## src/sv/u8_max_pool_clamp_top_defines.svh

```systemverilog
// ----------------------------------------------------------------------------
// u8_max_pool_clamp_top_defines.svh
// Assertion helpers for the max pool block. Each helper expects signals named
// clk and rst_n in the scope where it is used.
// ----------------------------------------------------------------------------
`ifndef U8_MAX_POOL_CLAMP_TOP_DEFINES_SVH
`define U8_MAX_POOL_CLAMP_TOP_DEFINES_SVH

// Checks that the consequent holds in the same cycle as the antecedent.
`define U8MPC_ASSERT_SAME(label, ante, cons, msg) \
    label: assert property (@(posedge clk) disable iff (!rst_n) \
        (ante) |-> (cons)) else $error(msg);

// Checks that the consequent holds in the cycle after the antecedent.
`define U8MPC_ASSERT_NEXT(label, ante, cons, msg) \
    label: assert property (@(posedge clk) disable iff (!rst_n) \
        (ante) |=> (cons)) else $error(msg);

`endif

```

## src/sv/u8mpc_ram.sv

```systemverilog
`timescale 1ns / 1ps
// ----------------------------------------------------------------------------
// u8mpc_ram
// Generic single-write, single-read RAM with registered read data.
// ----------------------------------------------------------------------------
module u8mpc_ram #(
    parameter int WIDTH = 8,
    parameter int DEPTH = 16
) (
    input  logic                                  clk,
    input  logic                                  we,
    input  logic [((DEPTH > 1) ? $clog2(DEPTH) : 1)-1:0] waddr,
    input  logic [WIDTH-1:0]                      wdata,
    input  logic                                  re,
    input  logic [((DEPTH > 1) ? $clog2(DEPTH) : 1)-1:0] raddr,
    output logic [WIDTH-1:0]                      rdata
);

    logic [WIDTH-1:0] mem_reg [DEPTH];
    logic [WIDTH-1:0] rdata_reg;

    // Write port.
    always_ff @(posedge clk)
    begin
        if (we)
        begin
            mem_reg[waddr] <= wdata;
        end
    end

    // Read port; a read and a write to the same entry return the old word.
    always_ff @(posedge clk)
    begin
        if (re)
        begin
            rdata_reg <= mem_reg[raddr];
        end
    end

    assign rdata = rdata_reg;

endmodule

```

## config.mk

```make
export PLATFORM = sky130hd
export DESIGN_NAME = u8mpc_ram
export DESIGN_NICKNAME = d
export VERILOG_FILES = /design/src/sv/u8_max_pool_clamp_top_defines.svh /design/src/sv/u8mpc_ram.sv
export SDC_FILE = /design/constraint.sdc
export NUM_CORES = 1
export LEC_CHECK = 0
export ABC_AREA = 1
export BUFFER_PORTS_ARGS = -buffer_cell sky130_fd_sc_hd__buf_4
export CAP_MARGIN = 20
export CORE_ASPECT_RATIO = 0.6
export CORE_MARGIN = 5
export CORE_UTILIZATION = 45
export DETAILED_ROUTE_END_ITERATION = 6
export PLACE_DENSITY_LB_ADDON = 0.25
export SETUP_SLACK_MARGIN = 0.3
export SYNTH_ARGS = -nofsm -noshare
export SYNTH_HDL_FRONTEND = slang
export SYNTH_SLANG_ARGS = --single-unit
```

## constraint.sdc

```tcl
create_clock -name clk -period 3.1 [get_ports clk]
set_clock_uncertainty 0.2 [all_clocks]
set_input_delay 0.775 -clock clk [delete_from_list [all_inputs] [get_ports clk]]
set_output_delay 0.775 -clock clk [all_outputs]
set_load 0.01 [all_outputs]
```

**Word-level counts from Yosys, hierarchy flattened**

Memory sizes are Yosys's and may differ from the RTL's. A register that Yosys moved wholly into a read port is not among the register bits.
Index checks and enable logic that the tools add are counted.
W data, S select, Z words.

- Bits in registers: 0
- RAM bits: 128
- Bits of input ports: 19
- Word-level logic and storage cells: 3
- Memories: 1

- Muxes and demuxes: 2

Memories:

| memory | depth | width | read ports | clocked after Yosys merged registers in | wr ports | line | RTL |
|---|---|---|---|---|---|---|---|
| mem_reg | 16 | 8 | 1 | 1 | 1 | u8mpc_ram.sv:19 | `logic [WIDTH-1:0] mem_reg [DEPTH];` |

Operators by type and width:

| cell | number |
|---|---|
| $mux W1 | 2 |

**Logic depth before layout (Yosys ltp)**

Gate-level depths: netlist of the first run.

- Word-level depth: 2
- Depth in mapped cells: 8
- Mapped depth without buffers: 7

**Worst setup path after synthesis of the first run**

Ideal clock, no wire load.

- Path type: input to register
- Start point: input port waddr[2] (netlist name)
- End point: memory mem_reg[10][0] (enable)
- Library setup time: 370 ps
- Arrival: 1356 ps
- Data required time: 2530 ps
- Setup slack: 1174 ps
- Cell stages on the path: 2
- Cell sequence: nand3b_1 > nor2_1

RTL lines:

| item | line | RTL |
|---|---|---|
| start: declaration | u8mpc_ram.sv:12 | `input logic [((DEPTH > 1) ? $clog2(DEPTH) : 1)-1:0] waddr,` |
| end: declaration | u8mpc_ram.sv:19 |  |

No word-level cell before the write port.

==> impl_metrics.toml, run 1 <==
[placed_design]
place_congestion = 0.927
dpl.hpwl_mm = 9.09
port_buffers = 26

[sta]
clock.fmax_mhz = 470
final_max_slew_viol_count = 0
rsz0062_at_grt = "no"
finalCritPeriodShare = 0.687
slew_headroom = 0.409
hold_viol = 0
fin_crit_ns = 2.13
tightest_slew_ns = 0.884
setup_viol = 0
setup_tns_ns = 0

[synth]
netlist_instances = 551
ys_seq_area_frac = 0.698
ys_types = 11
syn_area_mm2 = 0.00585
yosys_register_bits = 136
syn_nets = 570
ys_warn_count = 0
syn_area_per_cell_um2 = 10.6

[cells_and_area]
largest_reg_flops = 128
drive_above_1_share = 0.100
fin_util = 0.522
final_common_cell = "nand2_1"
antenna_cells = 0
finalNetCount = 597
final_cell_mix = "nand2_1, edfxtp_1, inv_1"
area_growth_pct = 14.0
n_fill_cell = 1142

[clock_network]
cts_tree = "yes"
root_buffer = "clkbuf_16"
insertion_delay_ns = 0.41
clock-sinks = 136
cts_buffers = 17
cts_hold_buf = 0
clkTransAtPathRegs_ns = 0.05
ctsHtreeMaxLevel = 4
cts_resized = 0
cts_buffer_depth = 2
cts_setup_buffers = 0

[worst_hold_path]
min_from = "re"
holdPathStages = 1
hp-class = "primary input to register"

[critical_path]
worst_ep_arrival_time_ns = 2.08
crit_path_end_kind = "register"
critical_path_cell_count = 7
max_stage_delay_ns = 0.40
crit_chain = "buf_4, buf_4, nand2_1, nand3_1, nand3_1, nand3_1, nand2_1"
cpMaxStageDelayCell = "buf_4"
crit_required_ns = 3.05
critical_path_class = "primary input to register"
start_kind = "primary input"
startpoint = "raddr[0]"
worst-path-max-fanout = 33
reg2reg_from = "mem_reg[7][3]"
cp_common_cell = "nand3_1"
rr_worst_depth = 6
path_buf_inv = 2
cp_top_family = "buffers and inverters"

[status]
status = "finished clean"

[global_routing]
grt_overflow_total = 0
grt_antenna_before_repair = 0
grt.total_usage = 0.190
grt_pass1_vias = 3530
grt_max_degree = 65
grt_pass1_wl_mm = 21.4

[floorplanning]
die_width_um = 157
num_io_pins = 27
core_area_mm2 = 0.0128
die-area_mm2 = 0.0154
start_util = 0.458
rows = 32
die_y_um = 98.3

[job]
maxCapViolations = 0

[routing]
viasPerCell = 5.05
wl_per_cell_um = 18.6
drt-initial-drc-count = 488
routed_wirelength_mm = 14.1
vias = 3832
drc = 0
dr.pass1.iters = 5
drtAntennaViolNets = 0

[power]
p_per_area_mw_per_mm2 = 623
leakage_nw = 2.84
peakVddDrop_v = 0.000386
power by group:
| part | internal (W) | switching, W |
|---|---|---|
| registers | 0.00207 | 0.0000139 |
| clock network | 0.00108 | 0.000725 |
| logic | 0.0000772 | 0.000186 |
| total | 0.00323 | 0.000925 |
cell usage after synthesis:
cell type | n | area share
buf_1 | 1 | 0.00064
buf_2 | 13 | 0.011
buf_4 | 4 | 0.0051
buf_6 | 6 | 0.012
edfxtp_1 | 136 | 0.70
inv_1 | 100 | 0.064
inv_2 | 2 | 0.0013
nand2_1 | 173 | 0.11
nand3_1 | 97 | 0.083
nand3b_1 | 2 | 0.0026
nor2_1 | 17 | 0.011
worst paths after layout:
check                   to  slack [ns]
hold reg to reg   rdata[2]        0.54
setup / recovery  rdata[6]        0.97
setup reg to reg  rdata[3]        1.69
hold / removal    rdata[3]        0.49
logic make-up (layout without fill, tap and decap cells):
kind of cell / after synthesis / count (layout) / synth area share
AND/OR/NAND/NOR: 289 / 289 / 0.208
flip-flops: 136 / 136 / 0.698
buffers and inverters: 126 / 164 / 0.0939
metal layers:
metal / vias up / GRT usage / part of all wire
met5: - / 0 / 0
met2: 187 / 0.245 / 0.40
li1: 1832 / - / -
met4: 0 / 0.0509 / 0.011
met1: 1796 / 0.310 / 0.49
met3: 17 / 0.0514 / 0.10
stage by stage:
step	hold slack [ns]	total power [W]	area [um^2]	instances	setup WS [ns]
final	0.492	0.00415	6660	759	0.971
after global routing	0.477	0.00428	6660	759	0.874
after CTS	0.472	0.00417	6660	759	0.985
after detailed placement	0.522	0.00239	6150	729	0.561
after global placement	0.523	0.00238	6150	729	0.568
after floorplan	0.483	0.00227	5850	551	1.17
area by class of cell:
type | count | area (um^2) | share of cell area
multi-input cells | 289 | 1210 | 0.182
repair buffers | 32 | 253 | 0.0379
flip-flops and latches | 136 | 4080 | 0.613
inverters | 102 | 383 | 0.0575
clock buffers | 19 | 433 | 0.0650
clock inverters | 11 | 85.1 | 0.0128
well taps | 170 | 213 | 0.0319
worst reg2reg max path, cell delays in order, from the launching register on:
cell and delay [ns]:
edfxtp_1 0.37, inv_1 0.06, nand2_1 0.04, nand3_1 0.18, nand3_1 0.11, nand3_1 0.10, nand2_1 0.09
No activity file was read; power rests on OpenSTA's default activity.
==> run 2, diff against run 1 <==
- ABC_AREA: 1 -> 0
- clock period: 3.1 -> 1.92 ns (I/O delays scaled with it)
==> impl_metrics.toml, run 2 <==
[status]
status = "finished clean"

[critical_path]
path_buf_inv = 1
worst-path-max-fanout = 1
worst_ep_arrival_time_ns = 0.98
start_kind = "register"
reg2reg_to = "rdata[0]"
cpMaxStageDelayCell = "edfxtp_1"
critical_path_class = "register to output port"
rr_worst_depth = 3
reg2reg_from = "mem_reg[2][0]"
crit_required_ns = 1.24
critical_path_cell_count = 1
cp_top_family = "flip-flops"
crit_chain = "buf_6"
startpoint = "rdata[6]"
r2r_setup_slack_ns = 0.34
crit_end = "rdata[6]"
crit_path_end_kind = "output port"
max_stage_delay_ns = 0.42

[synth]
netlist_instances = 229
syn_area_per_cell_um2 = 22.8
yosysTopAreaCell = "edfxtp_1"
yosys_register_bits = 136
yosysMostFrequentCell = "edfxtp_1"
synth_top_area_share = 0.781
syn_nets = 248
ys_seq_area_frac = 0.781
syn_area_mm2 = 0.00523
ys_types = 18
synth_ff_type = "edfxtp_1"
synth_edf_count = 136
synth_area_leaders = "edfxtp_1, mux4_2, mux4_1"
synthArstFlopShare = 0
synth_common_cells = "edfxtp_1, mux4_2, a22oi_1"
ys_warn_count = 0

[placed_design]
dpl.hpwl_mm = 6.84
port_buffers = 26
placed_cell_area_mm2 = 0.00594
pre_cts_ws_ns = -0.256
place_congestion = 0.766
numPlacedInstances = 436

[job]
maxCapViolations = 0

[cells_and_area]
largest_reg_flops = 128
final_cell_mix = "edfxtp_1, buf_4, mux4_2"
area_growth_pct = 27.8
final_common_cell = "edfxtp_1"
layout.cells.non_filler = 469
drive_above_1_share = 0.463
fin_util = 0.590
final_area_mm2 = 0.00668
antenna_cells = 0
finalNetCount = 315

[floorplanning]
start_util = 0.461
die_y_um = 93.5
num_io_pins = 27
rows = 30
die-area_mm2 = 0.0139
die_width_um = 149
core_area_mm2 = 0.0113

[global_routing]
grt_overflow_total = 0
grt_pass1_wl_mm = 15.7
grt_max_degree = 17
grt_antenna_before_repair = 0
grt_pass1_vias = 2544
grt.total_usage = 0.162

[clock_network]
root_buffer = "clkbuf_16"
cts_hold_buf = 0
cts_buffers = 17
clkTransAtPathRegs_ns = 0.06
insertion_delay_ns = 0.41
clock-sinks = 136
cts_tree = "yes"
ctsHtreeMaxLevel = 4
cts_buffer_depth = 2

[power]
peakVddDrop_v = 0.000538
p_per_area_mw_per_mm2 = 1090
leakage_nw = 2.21

[routing]
vias = 2500
routed_wirelength_mm = 10.1
drtAntennaViolNets = 0
wl_per_cell_um = 21.5
drc = 0
dr.pass1.iters = 4
viasPerCell = 5.33
drt-initial-drc-count = 189

[sta]
finalCritPeriodShare = 0.864
setup_viol = 0
setup_tns_ns = 0
layout_setup_ws_ns = 0.261
fin_crit_ns = 1.66
tightest_slew_ns = 0.910
clock.fmax_mhz = 603
hold_viol = 0
rsz0062_at_grt = "yes"
slew_headroom = 0.392
final_max_slew_viol_count = 0

[worst_hold_path]
min_from = "wdata[3]"
hp-class = "primary input to register"
## run 2: worst min path at each step
stage | end | slack [ns] | depth (start not counted)
after floorplan | mem_reg[0][0] | 0.38 | 0
after global placement | rdata[5] | 0.54 | 3
after detailed placement | rdata[1] | 0.54 | 3
after CTS | mem_reg[6][3] | 0.15 | 1
after global routing | mem_reg[10][3] | 0.16 | 1
final | mem_reg[6][3] | 0.16 | 1
## run 2: what timing repair did
action | in CTS | in global routing
setup buffers | 0 | 1
resized for setup | 12 | 8
pin swaps | 1 | 1
endpoints found under the hold margin | 0 | 0
setup endpoints to repair | 15 | 14
## run 2: cell type report
| type | count | area, um^2 |
|---|---|---|
| fill | 816 | 4650 |
| sequential | 136 | 4080 |
| multi-input combinational | 83 | 1130 |
| timing repair buffer | 58 | 619 |
| clock buffer | 17 | 425 |
| clock inverter | 15 | 224 |
| tap | 160 | 200 |
## run 2: routing by layer
metal,up-vias,part of all wire,GRT usage
met5,-,0,0
met4,0,0.0025,0.0571
met3,2,0.094,0.0576
met2,94,0.43,0.202
met1,1296,0.47,0.258
li1,1108,-,-
## run 2: logic make-up (layout without fill, tap and decap cells)
kind of cell	after synthesis	after routing	share of synthesized area
AO/OA/AOI/OAI	16	16	0.0230
buffers and inverters	10	90	0.0165
flip-flops	136	136	0.781
multiplexers	32	32	0.148
AND/OR/NAND/NOR	35	35	0.0314
## run 2: power by group
part           leakage, nW  internal [W]  total, W  switching, W
clock                0.304       0.00231   0.00353       0.00122
combinational        0.673      0.000199  0.000396      0.000197
sequential            1.24       0.00335   0.00337     0.0000213
## run 2: stage by stage
step / total power, W / hold slack (ns)
6_report: 0.00729 / 0.157
5_1_grt: 0.00755 / 0.163
4_1_cts: 0.00735 / 0.147
3_5_place_dp: 0.00380 / 0.536
3_3_place_gp: 0.00380 / 0.542
2_1_floorplan: 0.00362 / 0.379
==> run 3, diff against run 2 <==
- CELL_PAD_IN_SITES_DETAIL_PLACEMENT: default -> 1
- CELL_PAD_IN_SITES_GLOBAL_PLACEMENT: default -> 1
- CORE_UTILIZATION: 45 -> 48
==> impl_metrics.toml, run 3 (synthesized netlist as in run 2, its figures left out) <==
[sta]
slew_headroom = 0.343
fin_crit_ns = 1.69
final_max_slew_viol_count = 0
rsz0062_at_grt = "yes"
tightest_slew_ns = 0.983
finalCritPeriodShare = 0.882
hold_viol = 0
clock.fmax_mhz = 590
setup_viol = 0

[critical_path]
reg2reg_to = "rdata[3]"
crit_chain = "buf_6"
cpMaxStageDelayCell = "edfxtp_1"
path_buf_inv = 1
worst-path-max-fanout = 1
r2r_setup_slack_ns = 0.26
rr_worst_depth = 3
worst_ep_arrival_time_ns = 1.01
critical_path_class = "register to output port"
cp_top_family = "flip-flops"
critical_path_cell_count = 1
crit_path_end_kind = "output port"
crit_required_ns = 1.24
max_stage_delay_ns = 0.45
start_kind = "register"
reg2reg_from = "mem_reg[7][3]"

[routing]
drc = 0
drt-initial-drc-count = 220
drtAntennaViolNets = 0
routed_wirelength_mm = 11.8
dr.pass1.iters = 4
viasPerCell = 5.61
wl_per_cell_um = 26.3
vias = 2517

[placed_design]
place_congestion = 0.722
placed_cell_area_mm2 = 0.00594
port_buffers = 26
dpl.hpwl_mm = 7.85

[power]
p_total_w = 0.00696
p_int_w = 0.00546
pwr-share-seq = 0.484
clock_power_share = 0.454
peakVddDrop_v = 0.000738
p_comb_frac = 0.062
p_per_area_mw_per_mm2 = 1050
p_sw_frac = 0.215
leakage_nw = 2.19
power.switching_w = 0.00149

[clock_network]
cts_tree = "yes"
root_buffer = "clkbuf_16"
cts_setup_buffers = 0
cts_buffer_depth = 2
clock-sinks = 136
ctsHtreeMaxLevel = 4
clkTransAtPathRegs_ns = 0.06
cts_buffers = 17
insertion_delay_ns = 0.41

[global_routing]
grt_max_degree = 17
gr-usage-met1 = 0.293
grt_pass1_wl_mm = 17.9
top_usage_layer = "met1"
grt_util_met3 = 0.0635
grt_antenna_before_repair = 0
grt.total_usage = 0.196
grt_overflow_total = 0
grt_pass1_vias = 2742
met2_usage = 0.279

[floorplanning]
die_width_um = 145
die-area_mm2 = 0.0131
die_y_um = 90.8
core_area_mm2 = 0.0106
rows = 29
start_util = 0.493
num_io_pins = 27

[worst_hold_path]
hp-class = "primary input to register"
min_from = "re"
min_to = "rdata[7]"
holdPathStages = 1

[cells_and_area]
final_area_mm2 = 0.00663
largest_reg_flops = 128
finalNetCount = 316
antenna_cells = 0
drive_above_1_share = 0.481
final_cell_mix = "edfxtp_1, buf_4, mux4_2"
final_common_cell = "edfxtp_1"
area_growth_pct = 26.8
n_fill_cell = 889

[status]
status = "finished clean"

[job]
maxCapViolations = 0
[run 3: changes by cell type in the layout (fill, tap and decap cells not counted), moves of 2 or more]
cell       delta
buf_6         +4
bufinv_16     -3
buf_4         -4
clkinv_4      +2
a22oi_2       +5
a22oi_1       -5
[run 3: what timing repair did]
action / in CTS / in global routing
gates resized for setup: 19 / 9
cloned: 0 / 0
endpoints found under the setup margin: 14 / 15
hold buffers: 0 / 0
pin swaps: 1 / 3
[run 3: metal layers]
layer,vias up,part of all wire
met3,9,0.077
met5,-,0
met1,1312,0.45
li1,1102,-
met2,94,0.47
met4,0,0.0074
[run 3: worst max-delay path by stage]
| stage | slack, ns | start | end |
|---|---|---|---|
| floorplan | 0.04 | raddr[0] | rdata[1] |
| global placement | -0.25 | raddr[0] | rdata[7] |
| detailed placement | -0.28 | raddr[0] | rdata[3] |
| CTS | 0.23 | rdata[2] | rdata[2] |
| global route | 0.19 | rdata[2] | rdata[2] |
| finish | 0.23 | rdata[2] | rdata[2] |
[run 3: metrics by stage]
stage               worst slack (ns)  setup TNS [ns]   util  std cells  hold slack (ns)
global placement              -0.255           -2.12  0.560        417            0.537
finish                         0.226               0  0.626        449            0.172
global route                   0.194               0  0.626        449            0.148
CTS                            0.226               0  0.622        449            0.157
floorplan                     0.0396               0      -        229            0.379
detailed placement            -0.280           -2.35  0.560        417            0.561
[run 3: power by group through the flow]
stage                     clock, W  combinational (W)  sequential, W
after floorplan                  0           0.000193        0.00343
after global placement           0           0.000390        0.00342
after detailed placement         0           0.000401        0.00343
after CTS                  0.00321           0.000425        0.00337
after global routing       0.00337           0.000460        0.00337
final                      0.00315           0.000431        0.00337
[run 3: area by class of cell]
cell class	count	area, um^2	area share
clock inverters	14	150	0.0226
multi-input cells	83	1150	0.174
flip-flops and latches	136	4080	0.616
well taps	139	174	0.0262
clock buffers	18	429	0.0647
repair buffers	59	642	0.0968
