### config.mk
export PLATFORM = sky130hd
export DESIGN_NAME = u8mpc_lane
export DESIGN_NICKNAME = d
export VERILOG_FILES = /design/src/sv/u8_max_pool_clamp_top_defines.svh /design/src/sv/u8mpc_pkg.sv /design/src/sv/u8mpc_lane.sv
export SDC_FILE = /design/constraint.sdc
export NUM_CORES = 1
export LEC_CHECK = 0
export BUFFER_PORTS_ARGS = -buffer_cell sky130_fd_sc_hd__buf_2
export CAP_MARGIN = 20
export CORE_UTILIZATION = 48
export DETAILED_ROUTE_END_ITERATION = 16
export GPL_TIMING_DRIVEN = 0
export PLACE_DENSITY = 0.82
export SLEW_MARGIN = 10
export SYNTH_ARGS = -nofsm -noshare
export SYNTH_HDL_FRONTEND = slang
export SYNTH_SLANG_ARGS = --single-unit
export TNS_END_PERCENT = 10
### constraint.sdc
create_clock -name vclk -period 6.05
set_clock_uncertainty 0.15 [all_clocks]
set_input_delay 0.605 -clock vclk [all_inputs]
set_output_delay 0.605 -clock vclk [all_outputs]
set_load 0.01 [all_outputs]
### src/sv/u8_max_pool_clamp_top_defines.svh
// ----------------------------------------------------------------------------
// u8_max_pool_clamp_top_defines.svh
// Assertion helpers for the max pool block. Each helper expects signals named
// clk and rst_n in the scope where it is used.
// ----------------------------------------------------------------------------
`ifndef U8_MAX_POOL_CLAMP_TOP_DEFINES_SVH
`define U8_MAX_POOL_CLAMP_TOP_DEFINES_SVH

// Checks that the consequent holds in the same cycle as the antecedent.
`define U8MPC_ASSERT_SAME(label, ante, cons, msg) \
    label: assert property (@(posedge clk) disable iff (!rst_n) \
        (ante) |-> (cons)) else $error(msg);

// Checks that the consequent holds in the cycle after the antecedent.
`define U8MPC_ASSERT_NEXT(label, ante, cons, msg) \
    label: assert property (@(posedge clk) disable iff (!rst_n) \
        (ante) |=> (cons)) else $error(msg);

`endif

### src/sv/u8mpc_pkg.sv
`timescale 1ns / 1ps
// ----------------------------------------------------------------------------
// u8mpc_pkg
// Shared widths, register indexes and helper functions for the max pool block.
// ----------------------------------------------------------------------------
package u8mpc_pkg;

    // Number of active lanes and accumulator groups.
    localparam int LANES      = 8;
    localparam int MAX_GROUPS = 64;

    // Fixed field widths.
    localparam int BYTE_W     = 8;
    localparam int FIELD_LANES = 8;
    localparam int GROUP_W    = 6;
    localparam int GROUP_CNT  = 1 << GROUP_W;

    // Derived widths.
    localparam int STORE_W = LANES * BYTE_W;
    localparam int SLOT_W  = (MAX_GROUPS > 1) ? $clog2(MAX_GROUPS) : 1;

    // Configuration port.
    localparam int APB_ADDR_W = 3;
    localparam int APB_DATA_W = 32;
    localparam int REG_IDX_W  = 1;
    localparam logic [REG_IDX_W-1:0] REG_OUT_MIN = 1'b0;
    localparam logic [REG_IDX_W-1:0] REG_OUT_MAX = 1'b1;

    // Reset values of the clamp bounds.
    localparam logic [BYTE_W-1:0] OUT_MIN_RST = 8'd0;
    localparam logic [BYTE_W-1:0] OUT_MAX_RST = 8'd255;

    // Clamp bounds handed to every lane.
    typedef struct packed {
        logic [BYTE_W-1:0] out_min;
        logic [BYTE_W-1:0] out_max;
    } clamp_cfg_t;

    // Maps a group index onto its accumulator slot (group modulo MAX_GROUPS).
    // The loop runs over constants only and reduces to a small lookup table.
    function automatic logic [SLOT_W-1:0] slot_of(input logic [GROUP_W-1:0] grp);
        logic [SLOT_W-1:0] slot;
        slot = '0;
        for (int i = 0; i < GROUP_CNT; i++)
        begin
            if (grp == GROUP_W'(i))
            begin
                slot = SLOT_W'(i % MAX_GROUPS);
            end
        end
        return slot;
    endfunction

endpackage

### src/sv/u8mpc_lane.sv
`timescale 1ns / 1ps
// ----------------------------------------------------------------------------
// u8mpc_lane
// One channel lane: running byte maximum followed by the output clamp.
// ----------------------------------------------------------------------------
module u8mpc_lane
    import u8mpc_pkg::*;
(
    input  logic [BYTE_W-1:0] tap,
    input  logic [BYTE_W-1:0] old,
    input  logic              first,
    input  clamp_cfg_t        cfg,
    output logic [BYTE_W-1:0] merged,
    output logic [BYTE_W-1:0] pooled
);

    logic [BYTE_W-1:0] upper;

    // A first tap restarts the window; otherwise keep the larger byte.
    assign merged = (first || (tap > old)) ? tap : old;

    // Clamp against the upper bound first, then the lower bound, so that
    // inverted bounds yield the lower bound.
    assign upper  = (merged < cfg.out_max) ? merged : cfg.out_max;
    assign pooled = (upper > cfg.out_min) ? upper : cfg.out_min;

endmodule

# Word-level counts from Yosys, hierarchy flattened
# Cells that the tools add are included.
# Widths: inputs -> output; s select.
# totals
ff_bits	0
ram_bits	0
mem_bits_ro	0
elab_cells	7
mem_count	0
latch_bits	0
# classes
n_div	0
n_mul	0
mux	3
n_reduce_logical	1
n_shift	0
bitwise	0
magnitude_cmp	3
eq_ne	0
n_addsub	0
# op_table
cell	count
$mux 8	3
$gt 8x8->1	2
$lt 8x8->1	1
$logic_or 1x1->1	1

# Logic depth before layout (Yosys ltp)
# Gate-level depths: netlist of the first run.
# depth
ltp_word	7
depth_mapped	24
depth_no_buf	21

# Worst setup path before layout of the first run
# OpenSTA, ideal clock, no wires.
# synth_path
path_type	input-to-output
start	input port old[7]
end	output port pooled[5]
t_arrival_ps	5246
t_required_ps	5295
n_path_buf	3
stages	23
path_slack_ps	49
path_cell_list	inv_1 -> ha_1 -> nand4_1 -> nor2_2 -> o21bai_2 -> buf_4 -> o21a_1 -> or2_1 -> ha_1 -> nand4_1 -> a21oi_1 -> a21bo_2 -> a211oi_4 -> a21o_1 -> buf_6 -> mux2_4 -> ha_1 -> and4_1 -> and3_1 -> a211oi_2 -> clkbuf_1 -> a31oi_1 -> o211ai_1
# synth_between
elab_chain_cells	7
# synth_lines
element	line	rtl
start: declaration	u8mpc_lane.sv:10	input logic [BYTE_W-1:0] old,
$gt 8x8->1	u8mpc_lane.sv:20	assign merged = (first || (tap > old)) ? tap : old;
$logic_or 1x1->1	u8mpc_lane.sv:20	
$mux 8 (*)	u8mpc_lane.sv:20	
via merged[7]	u8mpc_lane.sv:13	output logic [BYTE_W-1:0] merged,
$lt 8x8->1	u8mpc_lane.sv:24	assign upper = (merged < cfg.out_max) ? merged : cfg.out_max;
$mux 8 (*)	u8mpc_lane.sv:24	
$gt 8x8->1	u8mpc_lane.sv:25	assign pooled = (upper > cfg.out_min) ? upper : cfg.out_min;
$mux 8 (*)	u8mpc_lane.sv:25	
end: declaration	u8mpc_lane.sv:14	output logic [BYTE_W-1:0] pooled
# Mark *: on every way through the listed nets, which the timed path passes. The rest lies on a longest branch.

# Final worst setup path of the first run
# layout_path
start	input port old[3]
end	output port pooled[5]
# layout_between
elab_chain_cells	7
# layout_lines
element	line
$gt 8x8->1	u8mpc_lane.sv:20
$logic_or 1x1->1	u8mpc_lane.sv:20
$mux 8 (*)	u8mpc_lane.sv:20
$lt 8x8->1	u8mpc_lane.sv:24
$mux 8 (*)	u8mpc_lane.sv:24
$gt 8x8->1	u8mpc_lane.sv:25
$mux 8 (*)	u8mpc_lane.sv:25
# Mark *: on every way between the ends. The rest lies on a longest branch, timed or not.

==> results of run 1 <==
## worst paths after layout
path	cells past startpoint	slack [ns]	end	from
worst max-delay path	27	-0.09	pooled[5]	old[3]
worst min-delay path	4	1.47	pooled[2]	cfg[2]
## worst max-delay path, stage by stage
cell and delay (ns):
buf_2 0.08, inv_2 0.05, ha_4 0.27, nand4_1 0.19, buf_4 0.21, nand2b_4 0.07
a21oi_4 0.05, buf_6 0.13, o21a_1 0.19, or2_1 0.27, ha_1 0.29, nand4_1 0.16
a21oi_2 0.17, a21bo_4 0.25, a211oi_4 0.18, a21o_1 0.16, buf_6 0.16, mux2_4 0.33
ha_4 0.23, a21o_1 0.18, a311oi_2 0.33, a211oi_4 0.08, buf_6 0.15, clkbuf_8 0.16
a31oi_4 0.17, o211ai_1 0.12, buf_2 0.15
## metal layers
layer  global-route usage [%]  vias to the layer above  wire [um]
li1                         -                      801          -
met3                     1.98                       14        160
met4                     11.4                        0        136
met2                     65.8                       58       2410
met5                        0                        -          0
met1                     38.7                      759       1840
## repair_timing
action | CTS | global route
buffers inserted | 22 | 2
endpoints found under the setup margin | 8 | 8
pin swaps | 30 | 14
cloned | 1 | 0
hold buffers | 0 | 0
gates resized for setup | 50 | 9
## metrics by stage
stage / hold slack (ns) / setup TNS, ns / utilization, %
2_1_floorplan: 1.23 / 0 / -
3_3_place_gp: 1.47 / -5.41 / 62.4
3_5_place_dp: 1.47 / -5.53 / 62.4
4_1_cts: 1.47 / 0 / 81.8
5_1_grt: 1.49 / -1.90 / 84.5
6_report: 1.47 / -0.515 / 84.5
## power groups by stage
stage / Clock, mW / Sequential (mW) / Combinational (mW)
finish: 0 / 0 / 0.335
global route: 0 / 0 / 0.360
CTS: 0 / 0 / 0.297
detailed placement: 0 / 0 / 0.227
global placement: 0 / 0 / 0.224
floorplan: 0 / 0 / 0.161
## synthesized netlist by cell type (4+ instances only)
cell type,instances
inv_1,24
a21oi_1,7
o21a_1,9
o22ai_1,8
a31oi_1,9
o211ai_1,8
mux2_4,8
or2_1,7
ha_1,23
nor3_1,7
nand2_1,7
nand4_1,11
nor2_1,7
a21o_1,4
## layout by cell type (no fill, tap or decap), drive strengths merged
cell type | netlist | final
o21ai | 1 | 1
and3 | 2 | 2
nand2 | 7 | 7
nor3b | 2 | 2
mux2 | 8 | 8
clkbuf | 1 | 1
a221oi | 1 | 1
nor2b | 2 | 2
o21a | 9 | 9
mux2i | 2 | 2
o21bai | 1 | 1
inv | 24 | 24
a311oi | 1 | 1
a21bo | 1 | 1
ha | 23 | 23
a31oi | 9 | 9
nor3 | 7 | 7
and4 | 1 | 1
and2b | 1 | 1
a21o | 4 | 4
a211o | 2 | 2
nor2 | 9 | 9
a211oi | 2 | 2
a21oi | 8 | 8
nand4 | 11 | 11
o22ai | 8 | 8
buf | 5 | 78
or2 | 8 | 8
o211ai | 10 | 10
nand2b | 2 | 2
## final cells by class
| cell class | instances | area, um2 | share of cell area, % |
|---|---|---|---|
| multi-input cells | 142 | 1450 | 68.5 |
| repair buffers | 74 | 478 | 22.6 |
| inverters | 24 | 90.1 | 4.27 |
| plain buffers | 5 | 58.8 | 2.78 |
| well taps | 30 | 37.5 | 1.78 |
## kinds of logic (layout without fill, tap and decap cells)
group                    after synthesis  after routing  synth area share [%]
multiplexers                          10             10                  11.0
AND/OR/NAND/NOR                       52             52                  22.5
adder cells (fa/ha/maj)               23             23                  22.5
AO/OA/AOI/OAI                         57             57                  33.5
buffers and inverters                 30            103                  10.4
==> flow_summary_export.csv, run 1 <==
group,metric,value,unit
die,die_area,0.00287,mm2
final_layout,instances_no_fill,275,
global_route,grt_pass1_vias,1669,
sta,max_slew_margin,57.2,%
power,power_density,159,mW/mm2
global_route,grt_overflow,0,
final_layout,post-route-cell-area,0.00211,mm2
sta,slew_viol_final,0,
global_route,grt_max_degree,11,
sta,setup_slack,-0.0863,ns
synthesis,synth_top_area_share,22.5,%
sta,finalCritPeriodShare,101,%
final_layout,nClkBuffers,0,
drt,antenna_left,0,
placement,port-buffer-count,49,
die,initial_core_util,51.1,%
critical_path,crit_type,"primary input to output pin",
synthesis,synth_nets,228,
critical_path,startpoint_type,"primary input",
drt,routed_wl,4550,um
die,dieWidth,53.6,um
final_layout,seq_cell_count,0,
placement,place.gp.congestion,0.883,
power,power.internal,167,uW
final_layout,drive_above_1_share,54.7,%
final_layout,layout.nets,303,
power,power_leakage,0.990,nW
final_layout,area_growth,65.5,%
power,power.total,335,uW
run_status,violations,"negative setup slack",
drt,vias,1632,
sta,finalSetupViolCount,8,
sta,timing.fmax,163,MHz
hold_path,min_path_type,"primary input to output pin",
final_layout,regArea,0,um2
flow_run,maxCapViolations,0,
sta,period_minus_slack,6.14,ns
synthesis,yosysWarningCount,0,
sta,hold_viol,0,
final_layout,fillers,148,
placement,dp_slack,-0.708,ns
synthesis,ys_seq_area_share,0,%
sta,worst_pin_slew,0.624,ns
synthesis,syn_area,0.00128,mm2
synthesis,synth.avg_cell_area,7.42,um2
final_layout,antenna_cells,0,
global_route,grt_pass1_wl,7300,um
placement,dp.cells,251,
critical_path,crit_arrival,5.38,ns
power,p_clk_share,0,%
synthesis,synth_top_cell_by_area,"ha_1",
die,coreArea,0.00250,mm2
synthesis,yosysUniqueCellTypes,39,
drt,wl_per_cell,16.5,um
sta,rsz0062_at_grt,"true",
power,power_switching,168,uW
drt,drtIter0Drc,47,
placement,dpl-instance-area,0.00156,mm2
drt,drc,0,
die,row_count,18,
synthesis,synth.top_cells.by_area,"ha_1, mux2_4, inv_1",
global_route,antenna_found_initial,0,
power,ir_drop,135,uV
critical_path,endpoint_kind,"output pin",
synthesis,syn_inst,172,
die,pin_count,49,
placement,hpwl,2820,um
critical_path,critPathRequiredTime,5.29,ns
power,combPwrFrac,100.0,%
run_status,status,"complete, but fails checks",
global_route,grt.total_usage,34.0,%
die,die_height,53.6,um
power,switching_share,50.1,%
drt,routed_via_density,5.93,
critical_path,worst-path-max-fanout,10,
power,pwr-share-seq,0,%
drt,first_pass_iters,4,
No activity file was read; power rests on OpenSTA's default activity.
==> run 2, diff against run 1 <==
Settings changed: PLACE_DENSITY 0.82 to unset, PLACE_DENSITY_LB_ADDON set to 0.1.
==> flow_summary_export.csv, run 2 (synthesis results as in run 1) <==
group,metric,value,unit
drt,wl_per_cell,18.8,um
global_route,antenna_found_initial,0,
die,row_count,18,
die,initial_core_util,51.1,%
clocking,hold_buffers,0,
power,power_switching,179,uW
sta,max_slew_margin,52.9,%
placement,hpwl,2970,um
final_layout,layout_commonest_cell,"buf_2",
global_route,grt_pass1_vias,1667,
critical_path,worst-path-max-fanout,8,
placement,dpl-instance-area,0.00156,mm2
final_layout,antenna_cells,0,
drt,antenna_left,0,
die,coreArea,0.00250,mm2
hold_path,min_path_type,"primary input to output pin",
die,dieWidth,53.6,um
die,die_area,0.00287,mm2
drt,drc,0,
global_route,grt.total_usage,32.6,%
placement,place.gp.congestion,0.903,
final_layout,multiInputGateArea,0.00148,mm2
final_layout,area_growth,74.4,%
run_status,status,"complete, but fails checks",
final_layout,fillers,118,
global_route,grt.met2_usage,64.0,%
critical_path,endpoint_kind,"output pin",
die,pin_count,49,
power,ir_drop,161,uV
global_route,grt_max_degree,11,
drt,first_pass_iters,5,
critical_path,startpoint_type,"primary input",
final_layout,drive_above_1_share,59.1,%
power,power_leakage,1.03,nW
run_status,violations,"negative setup slack",
placement,port-buffer-count,49,
sta,finalCritPeriodShare,103,%
final_layout,regArea,0,um2
sta,finalSetupViolCount,8,
sta,rsz0062_at_grt,"true",
global_route,grt_pass1_wl,7050,um
power,combPwrFrac,100.0,%
sta,setup_slack,-0.212,ns
final_layout,post-route-cell-area,0.00223,mm2
final_layout,layout.nets,315,
final_layout,seq_cell_count,0,
power,p_clk_share,0,%
global_route,met1_usage,35.4,%
power,power.internal,172,uW
power,power_density,158,mW/mm2
sta,period_minus_slack,6.26,ns
power,power.total,351,uW
drt,routed_wl,5400,um
critical_path,worstSetupStartpoint,"old[4]",
global_route,grt_overflow,0,
sta,worst_pin_slew,0.687,ns
drt,drtIter0Drc,74,
final_layout,final_cell_mix,"buf_2, buf_4, inv_1",
critical_path,cp-endpoint,"pooled[6]",
power,switching_share,50.9,%
power,pwr-share-seq,0,%
placement,dp_slack,-0.723,ns
die,die_height,53.6,um
sta,hold_viol,0,
critical_path,crit_arrival,5.51,ns
sta,slew_viol_final,0,
global_route,busiest_layer,"met2",
sta,whs,1.46,ns
drt,vias,1835,
final_layout,nClkBuffers,0,
critical_path,critPathRequiredTime,5.29,ns
final_layout,final_core_util,89.0,%
sta,timing.fmax,160,MHz
drt,routed_via_density,6.39,
global_route,use_met3,2.54,%
critical_path,crit_type,"primary input to output pin",
flow_run,maxCapViolations,0,
[run 2: cell types whose count changed in the layout (fill, tap and decap cells not counted), sizes merged]
cell	previous run	this run
buf	78	90
[run 2: timing repair]
item                                    in CTS  in global routing
hold endpoints to repair                     0                  0
cloned                                       1                  0
pin swaps                                   15                 36
gates resized for setup                     31                 36
buffers inserted                            25                 11
endpoints found under the setup margin       8                  8
[run 2: final cells by class]
cell class | count | share of cell area [%]
tap | 30 | 1.69
timing repair buffer | 86 | 25.1
inverter | 24 | 4.16
multi-input combinational | 142 | 66.4
buffer | 5 | 2.64
[run 2: how the worst min path moves through the flow]
stage / startpoint / end / cells after the start
floorplan: cfg[0] / pooled[0] / 2
global placement: cfg[2] / pooled[2] / 4
detailed placement: cfg[1] / pooled[1] / 4
CTS: cfg[1] / pooled[1] / 4
global route: cfg[5] / pooled[5] / 4
finish: cfg[2] / pooled[2] / 4
[run 2: power groups by stage]
stage	Combinational (mW)	Clock [mW]	Sequential (mW)
final	0.351	0	0
after detailed placement	0.229	0	0
after floorplan	0.161	0	0
after global routing	0.373	0	0
after global placement	0.224	0	0
after CTS	0.291	0	0
[run 2: per-stage QoR]
stage	setup TNS (ns)	instances
after floorplan	0	172
after global placement	-5.12	251
after detailed placement	-5.62	251
after CTS	0	276
after global routing	-2.75	287
final	-1.21	287
[run 2: routing by layer]
metal | share of wire, % | vias up
li1 | - | 823
met5 | 0 | -
met4 | 5.4 | 0
met2 | 51 | 116
met1 | 38 | 854
met3 | 6.0 | 42
[run 2: critical path: stages]
cell	delay, ns
buf_2	0.10
inv_2	0.06
ha_4	0.25
nand4_1	0.21
nor2_4	0.21
o21bai_4	0.10
buf_4	0.16
o21a_1	0.19
or2_1	0.25
ha_1	0.31
o21ai_2	0.07
a21oi_2	0.15
a21bo_2	0.27
a211oi_4	0.23
a21o_1	0.16
buf_6	0.16
mux2_4	0.33
ha_4	0.28
and4_4	0.25
a311oi_4	0.05
a211oi_4	0.39
buf_6	0.18
nor2_2	0.03
a31oi_1	0.17
o211ai_1	0.16
buf_2	0.17
==> run 3, diff against run 2 <==
Settings changed: REMOVE_ABC_BUFFERS set to 1.
==> flow_summary_export.csv, run 3 (synthesis results as in run 1) <==
group,metric,value,unit
global_route,grt_pass1_wl,5900,um
sta,period_minus_slack,6.21,ns
global_route,grt_overflow,0,
die,coreArea,0.00250,mm2
drt,first_pass_iters,4,
critical_path,critPathRequiredTime,5.29,ns
die,row_count,18,
critical_path,worst-path-max-fanout,8,
die,die_area,0.00287,mm2
final_layout,area_growth,63.3,%
critical_path,crit_type,"primary input to output pin",
power,combPwrFrac,100.0,%
final_layout,seq_cell_count,0,
drt,wl_per_cell,17.4,um
global_route,met1_usage,32.4,%
placement,place.gp.congestion,0.872,
critical_path,crit_path_max_incr_delay,0.34,ns
final_layout,multiInputGateArea,0.00148,mm2
power,pwr-share-seq,0,%
placement,hpwl,2780,um
sta,timing.fmax,161,MHz
sta,hold_viol,0,
placement,port-buffer-count,49,
critical_path,endpoint_kind,"output pin",
sta,max_slew_margin,54.7,%
power,power_density,157,mW/mm2
hold_path,min_path_type,"primary input to output pin",
critical_path,cpMaxStageDelayCell,"mux2_4",
power,power.total,327,uW
global_route,grt.met2_usage,50.8,%
sta,rsz0062_at_grt,"true",
run_status,status,"complete, but fails checks",
placement,dp_slack,-1.21,ns
global_route,use_met3,2.54,%
global_route,grt.total_usage,26.6,%
global_route,grt_pass1_vias,1388,
sta,finalCritPeriodShare,103,%
power,p_clk_share,0,%
die,initial_core_util,51.1,%
drt,antenna_left,0,
die,dieWidth,53.6,um
flow_run,maxCapViolations,0,
sta,slew_viol_final,0,
drt,drtIter0Drc,35,
power,ir_drop,145,uV
final_layout,drive_above_1_share,53.3,%
placement,dp.cells,246,
global_route,antenna_found_initial,0,
power,power.internal,159,uW
global_route,busiest_layer,"met2",
final_layout,layout.nets,298,
sta,worst_pin_slew,0.660,ns
power,power_leakage,0.967,nW
final_layout,antenna_cells,0,
global_route,grt_max_degree,17,
run_status,violations,"negative setup slack",
drt,routed_via_density,6.13,
final_layout,layout_commonest_cell,"buf_2",
critical_path,startpoint_type,"primary input",
power,switching_share,51.3,%
power,power_switching,168,uW
critical_path,crit_arrival,5.45,ns
sta,tns,-0.844,ns
die,pin_count,49,
final_layout,regArea,0,um2
drt,vias,1654,
final_layout,nClkBuffers,0,
die,die_height,53.6,um
sta,finalSetupViolCount,8,
sta,setup_slack,-0.155,ns
critical_path,path_cells,"buf_6 -> inv_2 -> ha_4 -> nand4_1 -> nor2_4 -> o21bai_4 -> o21a_1 -> or2_4 -> ha_4 -> nand4_1 -> a21oi_2 -> a21bo_2 -> a211oi_4 -> a21o_4 -> mux2_4 -> ha_4 -> and4_4 -> a311oi_4 -> a211oi_4 -> buf_6 -> nor2_1 -> a31oi_1 -> o211ai_1 -> buf_2",
final_layout,instances_no_fill,270,
final_layout,final_core_util,83.4,%
final_layout,fillers,156,
drt,drc,0,
final_layout,final_cell_mix,"buf_2, inv_1, buf_4",
drt,routed_wl,4700,um
critical_path,cp_common_cell,"ha_4",
-- run 3: cell count changes in the layout (fill, tap and decap cells not counted), moves of 2 or more --
| cell | change |
|---|---|
| a21oi_4 | +2 |
| nor2_2 | -2 |
| ha_4 | -4 |
| buf_4 | -17 |
| buf_6 | +2 |
| buf_2 | -2 |
| a21oi_1 | +2 |
| a21oi_2 | -3 |
| ha_1 | +4 |
-- run 3: through the flow --
step           hold slack (ns)  cell area [um2]
6_report                  1.44             2080
5_1_grt                   1.48             2080
4_1_cts                   1.46             1790
3_5_place_dp              1.46             1530
3_3_place_gp              1.45             1520
2_1_floorplan             1.23             1230
-- run 3: power groups by stage --
stage | Sequential, mW | Clock, mW | Combinational [mW]
finish | 0 | 0 | 0.327
global route | 0 | 0 | 0.351
CTS | 0 | 0 | 0.275
detailed placement | 0 | 0 | 0.223
global placement | 0 | 0 | 0.211
floorplan | 0 | 0 | 0.153
-- run 3: repair_timing --
action                                 CTS  global route
setup endpoints to repair                8             8
hold buffers                             0             0
pin swaps                               10            29
gates resized for setup                 28            36
setup buffers                            8            12
cloned                                   3             1
endpoints found under the hold margin    0             0
-- run 3: metal layers --
metal | up-vias | share of wire, %
met4 | 0 | 2.6
met5 | - | 0
li1 | 800 | -
met2 | 75 | 53
met3 | 16 | 4.3
met1 | 763 | 40
-- run 3: final cells by class --
type                       count  area share, %
inverter                      24           4.44
multi-input combinational    144           71.0
tap                           30           1.80
timing repair buffer          72           22.7
-- run 3: path summary, 6_finish.rpt --
kind | slack (ns) | cells past startpoint | to | start
worst max-delay path | -0.16 | 24 | pooled[7] | old[3]
worst min-delay path | 1.44 | 4 | pooled[4] | cfg[4]
-- run 3: worst max-delay path, delay by kind of cell --
family,cells,cell delay (ns)
compound gates,10,2.00
simple gates,6,1.22
fa+ha+maj,3,0.82
buf+inv,4,0.44
mux,1,0.34
